==> src/rtl/sha1bc_pkg.sv <==
// SHA-1 block compression: shared types, constants and round functions.
// No dependencies; used by every module of the block.
`default_nettype none
package sha1bc_pkg;

  localparam int unsigned WordW    = 32;
  localparam int unsigned NumCv    = 5;
  localparam int unsigned NumRound = 80;

  typedef logic [WordW-1:0] word_t;

  typedef struct packed {
    logic [31:0] message_word;
    logic        final_block;
  } in_t;

  typedef struct packed {
    logic [31:0] digest_word;
    logic        digest_last;
  } out_t;

  typedef enum logic [1:0] {
    ST_IDLE,
    ST_ROUND,
    ST_ADD,
    ST_EMIT
  } state_t;

  // Control from the sequencer to the round datapath
  typedef struct packed {
    logic       load;    // copy chaining value into working registers
    logic       round;   // run one round
    logic [1:0] phase;   // which twenty-round group
    logic       add;     // fold working registers into chaining value
    logic       reinit;  // return chaining value to the initial value
  } ctrl_t;

  localparam word_t Iv [NumCv] = '{
    32'h67452301, 32'hEFCDAB89, 32'h98BADCFE, 32'h10325476, 32'hC3D2E1F0
  };

  function automatic word_t round_k(input logic [1:0] phase);
    word_t k;
    unique case (phase)
      2'd0:    k = 32'h5A827999;
      2'd1:    k = 32'h6ED9EBA1;
      2'd2:    k = 32'h8F1BBCDC;
      default: k = 32'hCA62C1D6;
    endcase
    return k;
  endfunction

  function automatic word_t round_f(input logic [1:0] phase, input word_t b,
                                    input word_t c, input word_t d);
    word_t f;
    unique case (phase)
      2'd0:    f = (b & c) | (~b & d);
      2'd2:    f = (b & c) | (b & d) | (c & d);
      default: f = b ^ c ^ d;
    endcase
    return f;
  endfunction

endpackage
`default_nettype wire

==> src/rtl/sha1_block_compression.sv <==
// Words 1 to 15 of a block are taken one per cycle with busy low. The
// sixteenth word holds busy through the 80 rounds on the shared round adder and
// the chaining add, and on a final block also through the emit state that sends
// the five digest strobes, first word first; the next block's words wait until
// busy falls, and the receiver cannot stall. Synchronous active-low
// reset loads the initial chaining value and clears the word position.
`default_nettype none
module sha1_block_compression (
  input  wire logic              clk,
  input  wire logic              rst_n,
  input  wire logic              start,
  input  wire sha1bc_pkg::in_t   in_data,
  output logic                   busy,
  output logic                   out_valid,
  output sha1bc_pkg::out_t       out_data
);

  sha1bc_pkg::state_t state_r, state_nxt;
  logic [3:0]         pos_r;
  logic [6:0]         rcnt_r;
  logic [2:0]         ecnt_r;
  logic               final_r;
  logic               out_valid_r;
  sha1bc_pkg::out_t   out_data_r;

  logic               accept;
  logic               emit;
  sha1bc_pkg::ctrl_t  ctrl;
  sha1bc_pkg::word_t  w;
  sha1bc_pkg::word_t  cv_word;

  assign busy      = (state_r != sha1bc_pkg::ST_IDLE);
  assign accept    = start && !busy;
  assign out_valid = out_valid_r;
  assign out_data  = out_data_r;

  // next state
  always_comb begin
    state_nxt = state_r;
    unique case (state_r)
      sha1bc_pkg::ST_IDLE:
        if (accept && pos_r == 4'd15) state_nxt = sha1bc_pkg::ST_ROUND;
      sha1bc_pkg::ST_ROUND:
        if (rcnt_r == 7'(sha1bc_pkg::NumRound - 1)) state_nxt = sha1bc_pkg::ST_ADD;
      sha1bc_pkg::ST_ADD:
        state_nxt = final_r ? sha1bc_pkg::ST_EMIT : sha1bc_pkg::ST_IDLE;
      sha1bc_pkg::ST_EMIT:
        if (ecnt_r == 3'(sha1bc_pkg::NumCv - 1)) state_nxt = sha1bc_pkg::ST_IDLE;
      default:
        state_nxt = sha1bc_pkg::ST_IDLE;
    endcase
  end

  // outputs
  always_comb begin
    ctrl        = '0;
    emit        = 1'b0;
    ctrl.load   = accept && (pos_r == 4'd15);
    ctrl.round  = (state_r == sha1bc_pkg::ST_ROUND);
    ctrl.add    = (state_r == sha1bc_pkg::ST_ADD);
    emit        = (state_r == sha1bc_pkg::ST_EMIT);
    ctrl.reinit = emit && (ecnt_r == 3'(sha1bc_pkg::NumCv - 1));
    priority if (rcnt_r < 7'd20) ctrl.phase = 2'd0;
    else if (rcnt_r < 7'd40)      ctrl.phase = 2'd1;
    else if (rcnt_r < 7'd60)      ctrl.phase = 2'd2;
    else                          ctrl.phase = 2'd3;
  end

  always_ff @(posedge clk) begin
    if (!rst_n) begin
      state_r     <= sha1bc_pkg::ST_IDLE;
      pos_r       <= '0;
      rcnt_r      <= '0;
      ecnt_r      <= '0;
      final_r     <= 1'b0;
      out_valid_r <= 1'b0;
    end else begin
      state_r     <= state_nxt;
      out_valid_r <= emit;
      if (accept) begin
        pos_r <= pos_r + 4'd1;
        if (pos_r == 4'd15) final_r <= in_data.final_block;
      end
      rcnt_r <= ctrl.round ? rcnt_r + 7'd1 : '0;
      ecnt_r <= emit ? ecnt_r + 3'd1 : '0;
    end
  end

  always_ff @(posedge clk) begin
    if (emit) begin
      out_data_r.digest_word <= cv_word;
      out_data_r.digest_last <= (ecnt_r == 3'(sha1bc_pkg::NumCv - 1));
    end
  end

  sha1bc_sched u_sched (
    .clk      (clk),
    .shift_in (accept),
    .word_in  (in_data.message_word),
    .advance  (ctrl.round),
    .w_out    (w)
  );

  sha1bc_core u_core (
    .clk     (clk),
    .rst_n   (rst_n),
    .ctrl    (ctrl),
    .w_in    (w),
    .cv_sel  (ecnt_r),
    .cv_word (cv_word)
  );

`ifndef SYNTHESIS
  a_valid_from_emit: assert property (@(posedge clk) disable iff (!rst_n)
    out_valid |-> $past(state_r == sha1bc_pkg::ST_EMIT))
    else $error("digest strobe without emit state");

  a_block_starts_rounds: assert property (@(posedge clk) disable iff (!rst_n)
    (accept && pos_r == 4'd15) |=> (state_r == sha1bc_pkg::ST_ROUND && rcnt_r == 7'd0))
    else $error("sixteenth word did not start rounds");

  a_round_count: assert property (@(posedge clk) disable iff (!rst_n)
    (state_r == sha1bc_pkg::ST_ROUND && rcnt_r == 7'd79) |=> state_r == sha1bc_pkg::ST_ADD)
    else $error("round sequence did not end after 80 rounds");

  a_last_marks_fifth: assert property (@(posedge clk) disable iff (!rst_n)
    (out_valid && out_data.digest_last) |-> $past(ecnt_r == 3'd4))
    else $error("last flag on wrong digest word");
`endif

endmodule
`default_nettype wire

==> src/rtl/sha1bc_sched.sv <==
// SHA-1 message schedule: sixteen-word sliding window as a shift line.
// Depends on sha1bc_pkg for the word type.
`default_nettype none
module sha1bc_sched (
  input  wire logic              clk,
  input  wire logic              shift_in,
  input  wire sha1bc_pkg::word_t word_in,
  input  wire logic              advance,
  output sha1bc_pkg::word_t      w_out
);

  sha1bc_pkg::word_t win_r [16];
  sha1bc_pkg::word_t expand;
  sha1bc_pkg::word_t mix;

  // window holds W[t..t+15]; next schedule word from fixed taps
  assign mix    = win_r[13] ^ win_r[8] ^ win_r[2] ^ win_r[0];
  assign expand = {mix[30:0], mix[31]};
  assign w_out  = win_r[0];

  always_ff @(posedge clk) begin
    if (shift_in || advance) begin
      for (int i = 0; i < 15; i++) begin
        win_r[i] <= win_r[i+1];
      end
      win_r[15] <= shift_in ? word_in : expand;
    end
  end

endmodule
`default_nettype wire

==> src/rtl/sha1bc_core.sv <==
// SHA-1 round datapath: working registers a..e, one shared round adder,
// and the five-word chaining value. Depends on sha1bc_pkg.
`default_nettype none
module sha1bc_core (
  input  wire logic              clk,
  input  wire logic              rst_n,
  input  wire sha1bc_pkg::ctrl_t ctrl,
  input  wire sha1bc_pkg::word_t w_in,
  input  wire logic [2:0]        cv_sel,
  output sha1bc_pkg::word_t      cv_word
);

  sha1bc_pkg::word_t cv_r [sha1bc_pkg::NumCv];
  sha1bc_pkg::word_t a_r, b_r, c_r, d_r, e_r;
  sha1bc_pkg::word_t temp;

  assign temp = {a_r[26:0], a_r[31:27]}
              + sha1bc_pkg::round_f(ctrl.phase, b_r, c_r, d_r)
              + e_r + sha1bc_pkg::round_k(ctrl.phase) + w_in;

  always_ff @(posedge clk) begin
    if (ctrl.load) begin
      a_r <= cv_r[0];
      b_r <= cv_r[1];
      c_r <= cv_r[2];
      d_r <= cv_r[3];
      e_r <= cv_r[4];
    end else if (ctrl.round) begin
      a_r <= temp;
      b_r <= a_r;
      c_r <= {b_r[1:0], b_r[31:2]};
      d_r <= c_r;
      e_r <= d_r;
    end
  end

  always_ff @(posedge clk) begin
    if (!rst_n || ctrl.reinit) begin
      for (int i = 0; i < sha1bc_pkg::NumCv; i++) begin
        cv_r[i] <= sha1bc_pkg::Iv[i];
      end
    end else if (ctrl.add) begin
      cv_r[0] <= cv_r[0] + a_r;
      cv_r[1] <= cv_r[1] + b_r;
      cv_r[2] <= cv_r[2] + c_r;
      cv_r[3] <= cv_r[3] + d_r;
      cv_r[4] <= cv_r[4] + e_r;
    end
  end

  always_comb begin
    unique case (cv_sel)
      3'd0:    cv_word = cv_r[0];
      3'd1:    cv_word = cv_r[1];
      3'd2:    cv_word = cv_r[2];
      3'd3:    cv_word = cv_r[3];
      default: cv_word = cv_r[4];
    endcase
  end

endmodule
`default_nettype wire

==> config.mk <==
export PLATFORM = sky130hd
export DESIGN_NAME = sha1_block_compression
export DESIGN_NICKNAME = d
export VERILOG_FILES = /design/src/rtl/sha1bc_pkg.sv /design/src/rtl/sha1_block_compression.sv /design/src/rtl/sha1bc_sched.sv /design/src/rtl/sha1bc_core.sv
export SDC_FILE = /design/constraint.sdc
export NUM_CORES = 2
export LEC_CHECK = 0
export BUFFER_PORTS_ARGS = -buffer_cell sky130_fd_sc_hd__buf_2
export CORE_UTILIZATION = 57
export DETAILED_ROUTE_END_ITERATION = 8
export PLACE_DENSITY = 0.76
export SETUP_SLACK_MARGIN = 0.3
export SLEW_MARGIN = 15
export SYNTH_ARGS = -nofsm -noshare
export SYNTH_HDL_FRONTEND = slang
export SYNTH_HIERARCHICAL = 1
export SYNTH_SLANG_ARGS = --single-unit
==> constraint.sdc <==
create_clock -name clk -period 8.4 [get_ports clk]
set_input_delay 1.68 -clock clk [delete_from_list [all_inputs] [get_ports clk]]
set_output_delay 1.68 -clock clk [all_outputs]
set_load 0.005 [all_outputs]
==> flow_metrics.py <==
metrics = {
    "cts": {
        "root_buffer": "clkbuf_16",
        "clk_pin_slew_ns": 0.06,
        "post_cts_buffers": 0,
        "worstSkewPairLatency_ns": 0.70,
        "numCtsBuffers": 91,
        "h-tree-depth": 3,
        "holdBufCountCts": 0,
        "cts_resized": 0,
        "cts_max_path_buffers": 3,
        "cts_tree": "yes",
        "cts.sinks": 883,
    },
    "finish": {
        "syn_to_final_growth_pct": 9.28,
        "drive_above_1_share_pct": 9.94,
        "final_nets": 3962,
        "stdcell_count": 4715,
    },
    "sta": {
        "period_minus_slack_ns": 6.63,
        "hold_slack_ns": 0.398,
        "grt_setup_unrepaired": "no",
        "worst_clock_skew_ns": 0.0583,
        "hold_viol": 0,
        "min_period_over_period_pct": 78.9,
        "fin_tns_setup_ns": 0,
        "setup_violations": 0,
        "worst_pin_slew_ns": 1.11,
        "final_max_slew_viol_count": 0,
        "max_slew_margin_pct": 26.0,
        "timing.fmax_mhz": 151,
    },
    "detailed_routing": {
        "drcViolationCount": 0,
        "wirelength_um": 105000,
        "met2_length_um": 47300,
        "wl_met3_um": 8130,
        "drtPass1Iterations": 6,
        "top_layer_used": "met5",
        "drt-initial-drc-count": 2846,
        "ant_nets": 0,
        "vias_per_cell": 5.98,
        "routedWlPerCell_um": 22.3,
        "vias": 28200,
        "wl_met1_um": 46200,
    },
    "run_status": {
        "run_status": "finished clean",
    },
    "setup_path": {
        "crit_type": "register to register",
        "reg2regPathDepth": 26,
        "r2r_setup_slack_ns": 1.77,
        "cp.required_ns": 8.92,
        "critPathArrivalTime_ns": 7.15,
        "endpoint_kind": "register",
        "reg2reg_from": "rcnt_r[5]$_SDFF_PN0_",
        "cp_max_fo": 32,
        "critPathLaunchType": "register",
        "r2r-end": "u_core/a_r[25]$_DFFE_PP_",
    },
    "global_route": {
        "antenna_found_initial": 2,
        "grt_pass1_wl_um": 159000,
        "globalRouteOverflowTotal": 0,
        "grt.total_usage_pct": 26.0,
        "grt_pass1_vias": 27300,
        "grt_start_max_net_pins": 224,
    },
    "floorplanning": {
        "ioPinCount": 71,
        "die_h_um": 284,
        "dieWidth_um": 284,
        "core_sq_um": 78000,
        "start_util_pct": 58.0,
        "die_area_sq_um": 80500,
        "fp-row-count": 102,
    },
    "power_and_ir_drop": {
        "p_seq_share_pct": 52.1,
        "p_sw_mw": 2.34,
        "finalPower_mw": 9.93,
        "pwr-share-clk_pct": 39.5,
        "p_comb_share_pct": 8.4,
        "p_sw_share_pct": 23.6,
        "p_per_area_nw_per_um2": 201,
        "leakage_nw": 18.5,
        "internal_power_mw": 7.59,
        "peakVddDrop_v": 0.000202,
    },
    "logic_synthesis": {
        "synth_area_sq_um": 45200,
        "yosysWarnings": 6,
        "synth_nets": 3900,
        "synth_area_leaders": "edfxtp_1 57%, fa_1 5.5%, ha_1 5.5%, xnor2_1 3.3%, nand2_1 3.0%",
        "ys_types": 93,
        "yosysTopAreaCellShare_pct": 57.4,
        "ys_ff_latch": 883,
        "synth_top_cell_by_area": "edfxtp_1",
        "synthesis.instances": 3540,
        "async_flop_share_pct": 0,
        "synth_edf_count": 865,
        "synth_commonest_cells": "865 x edfxtp_1, 356 x nand2_1, 340 x inv_1",
        "synthFlopType": "edfxtp_1",
        "yosysMostFrequentCell": "edfxtp_1",
        "synth.avg_cell_area_sq_um": 12.8,
        "ys_seq_area_share_pct": 58.2,
    },
    "run": {
        "maxCapViolations": 0,
    },
    "min_path": {
        "min_path_type": "register to register",
        "whs_endpoint": "u_sched/win_r[1][32]$_DFFE_PP_",
        "hold_depth": 0,
        "worstHoldStart": "u_sched/win_r[2][0]$_DFFE_PP_",
    },
    "placed_design": {
        "dp.cells": 4549,
        "dpl.hpwl_um": 72600,
        "place.gp.congestion": 0.925,
        "numPortBuffers": 70,
    },
}
==> cell type report <==
cell class | instances | area, sq um
diodes | 2 | 5.00
clock buffers | 108 | 2360
clock inverters | 56 | 558
fillers | 5742 | 28600
inverters | 342 | 1280
multi-input cells | 2193 | 17000
flip-flops and latches | 883 | 26300
well taps | 1040 | 1300
repair buffers | 91 | 558
==> how the worst max path moves through the flow <==
stage,slack (ns),startpoint,depth (start not counted),to
3_3_place_gp,2.12,rcnt_r[5]$_SDFF_PN0_,26,u_core/a_r[25]$_DFFE_PP_
5_1_grt,1.43,rcnt_r[5]$_SDFF_PN0_,26,u_core/a_r[25]$_DFFE_PP_
6_report,1.77,rcnt_r[5]$_SDFF_PN0_,26,u_core/a_r[25]$_DFFE_PP_
2_1_floorplan,2.08,start,3,u_sched/win_r[0][0]$_DFFE_PP_
4_1_cts,1.84,rcnt_r[5]$_SDFF_PN0_,26,u_core/a_r[25]$_DFFE_PP_
3_5_place_dp,1.89,rcnt_r[5]$_SDFF_PN0_,26,u_core/a_r[25]$_DFFE_PP_
==> cell families after synthesis <==
| kind of cell | share of synthesized area (%) |
|---|---|
| multiplexers | 3.10 |
| AND/OR/NAND/NOR | 8.02 |
| flip-flops | 58.2 |
| AO/OA/AOI/OAI | 10.9 |
| adder cells (fa/ha/maj) | 11.1 |
| XOR/XNOR | 4.49 |
| buffers and inverters | 4.18 |
==> per-stage QoR <==
stage,setup slack (ns),area [sq um],util [%]
3_3_place_gp,2.12,46500,59.6
5_1_grt,1.43,49400,63.4
2_1_floorplan,2.08,45200,-
6_report,1.77,49400,63.4
4_1_cts,1.84,49400,63.4
3_5_place_dp,1.89,46500,59.6
==> sequential cells by signal (all words and copies together), names as in the netlist <==
register	cells
ecnt_r	3
final_r	1
out_data	33
out_valid	1
pos_r	4
rcnt_r	7
state_r	2
u_core/a_r	32
u_core/b_r	32
u_core/c_r	32
u_core/cv_r	160
u_core/d_r	32
u_core/e_r	32
u_sched/win_r	512
==> power by group through the flow <==
| stage | clock, mW | sequential, mW | combinational (mW) |
|---|---|---|---|
| final | 3.93 | 5.17 | 0.834 |
| after global routing | 4.16 | 5.19 | 0.918 |
| after CTS | 4.00 | 5.17 | 0.827 |
| after detailed placement | 0 | 5.26 | 0.817 |
| after global placement | 0 | 5.25 | 0.801 |
| after floorplan | 0 | 5.23 | 0.634 |
==> critical path: stages (launching register included) <==
cell and delay, ns:
dfxtp_1 0.43, inv_2 0.06, maj3_2 0.30, a221o_1 0.39, inv_1 0.10, ha_1 0.14, buf_4 0.37, inv_1 0.22
nand2_1 0.10, buf_4 0.37, o22ai_1 0.15, a21oi_1 0.18, fa_1 0.47, fa_1 0.48, inv_1 0.07, ha_1 0.18
inv_1 0.06, fa_1 0.42, nor2b_2 0.15, o31a_2 0.18, o2111ai_2 0.18, a211oi_4 0.34, a41oi_4 0.18, o21ai_4 0.29
a21oi_1 0.13, or4_1 0.40, nand3_1 0.09
==> routing by layer <==
metal	vias to the layer above	global-route usage, %
li1	13000	-
met1	13900	37.8
met2	1150	39.9
met3	193	4.30
met4	2	8.64
met5	-	0
==> cells in the final DEF, fill, tap and decap left out, types with 44 or more instances in the layout <==
| cell type | n |
|---|---|
| ha_1 | 199 |
| o21ai_0 | 258 |
| nor3_1 | 44 |
| xnor2_1 | 169 |
| a21o_1 | 75 |
| edfxtp_1 | 865 |
| buf_2 | 70 |
| clkbuf_16 | 91 |
| inv_1 | 340 |
| mux2_2 | 50 |
| a21oi_1 | 146 |
| xor2_1 | 63 |
| fa_1 | 125 |
| nand2_1 | 356 |
| nor2_1 | 139 |
No activity file was read; power rests on OpenSTA's default activity.
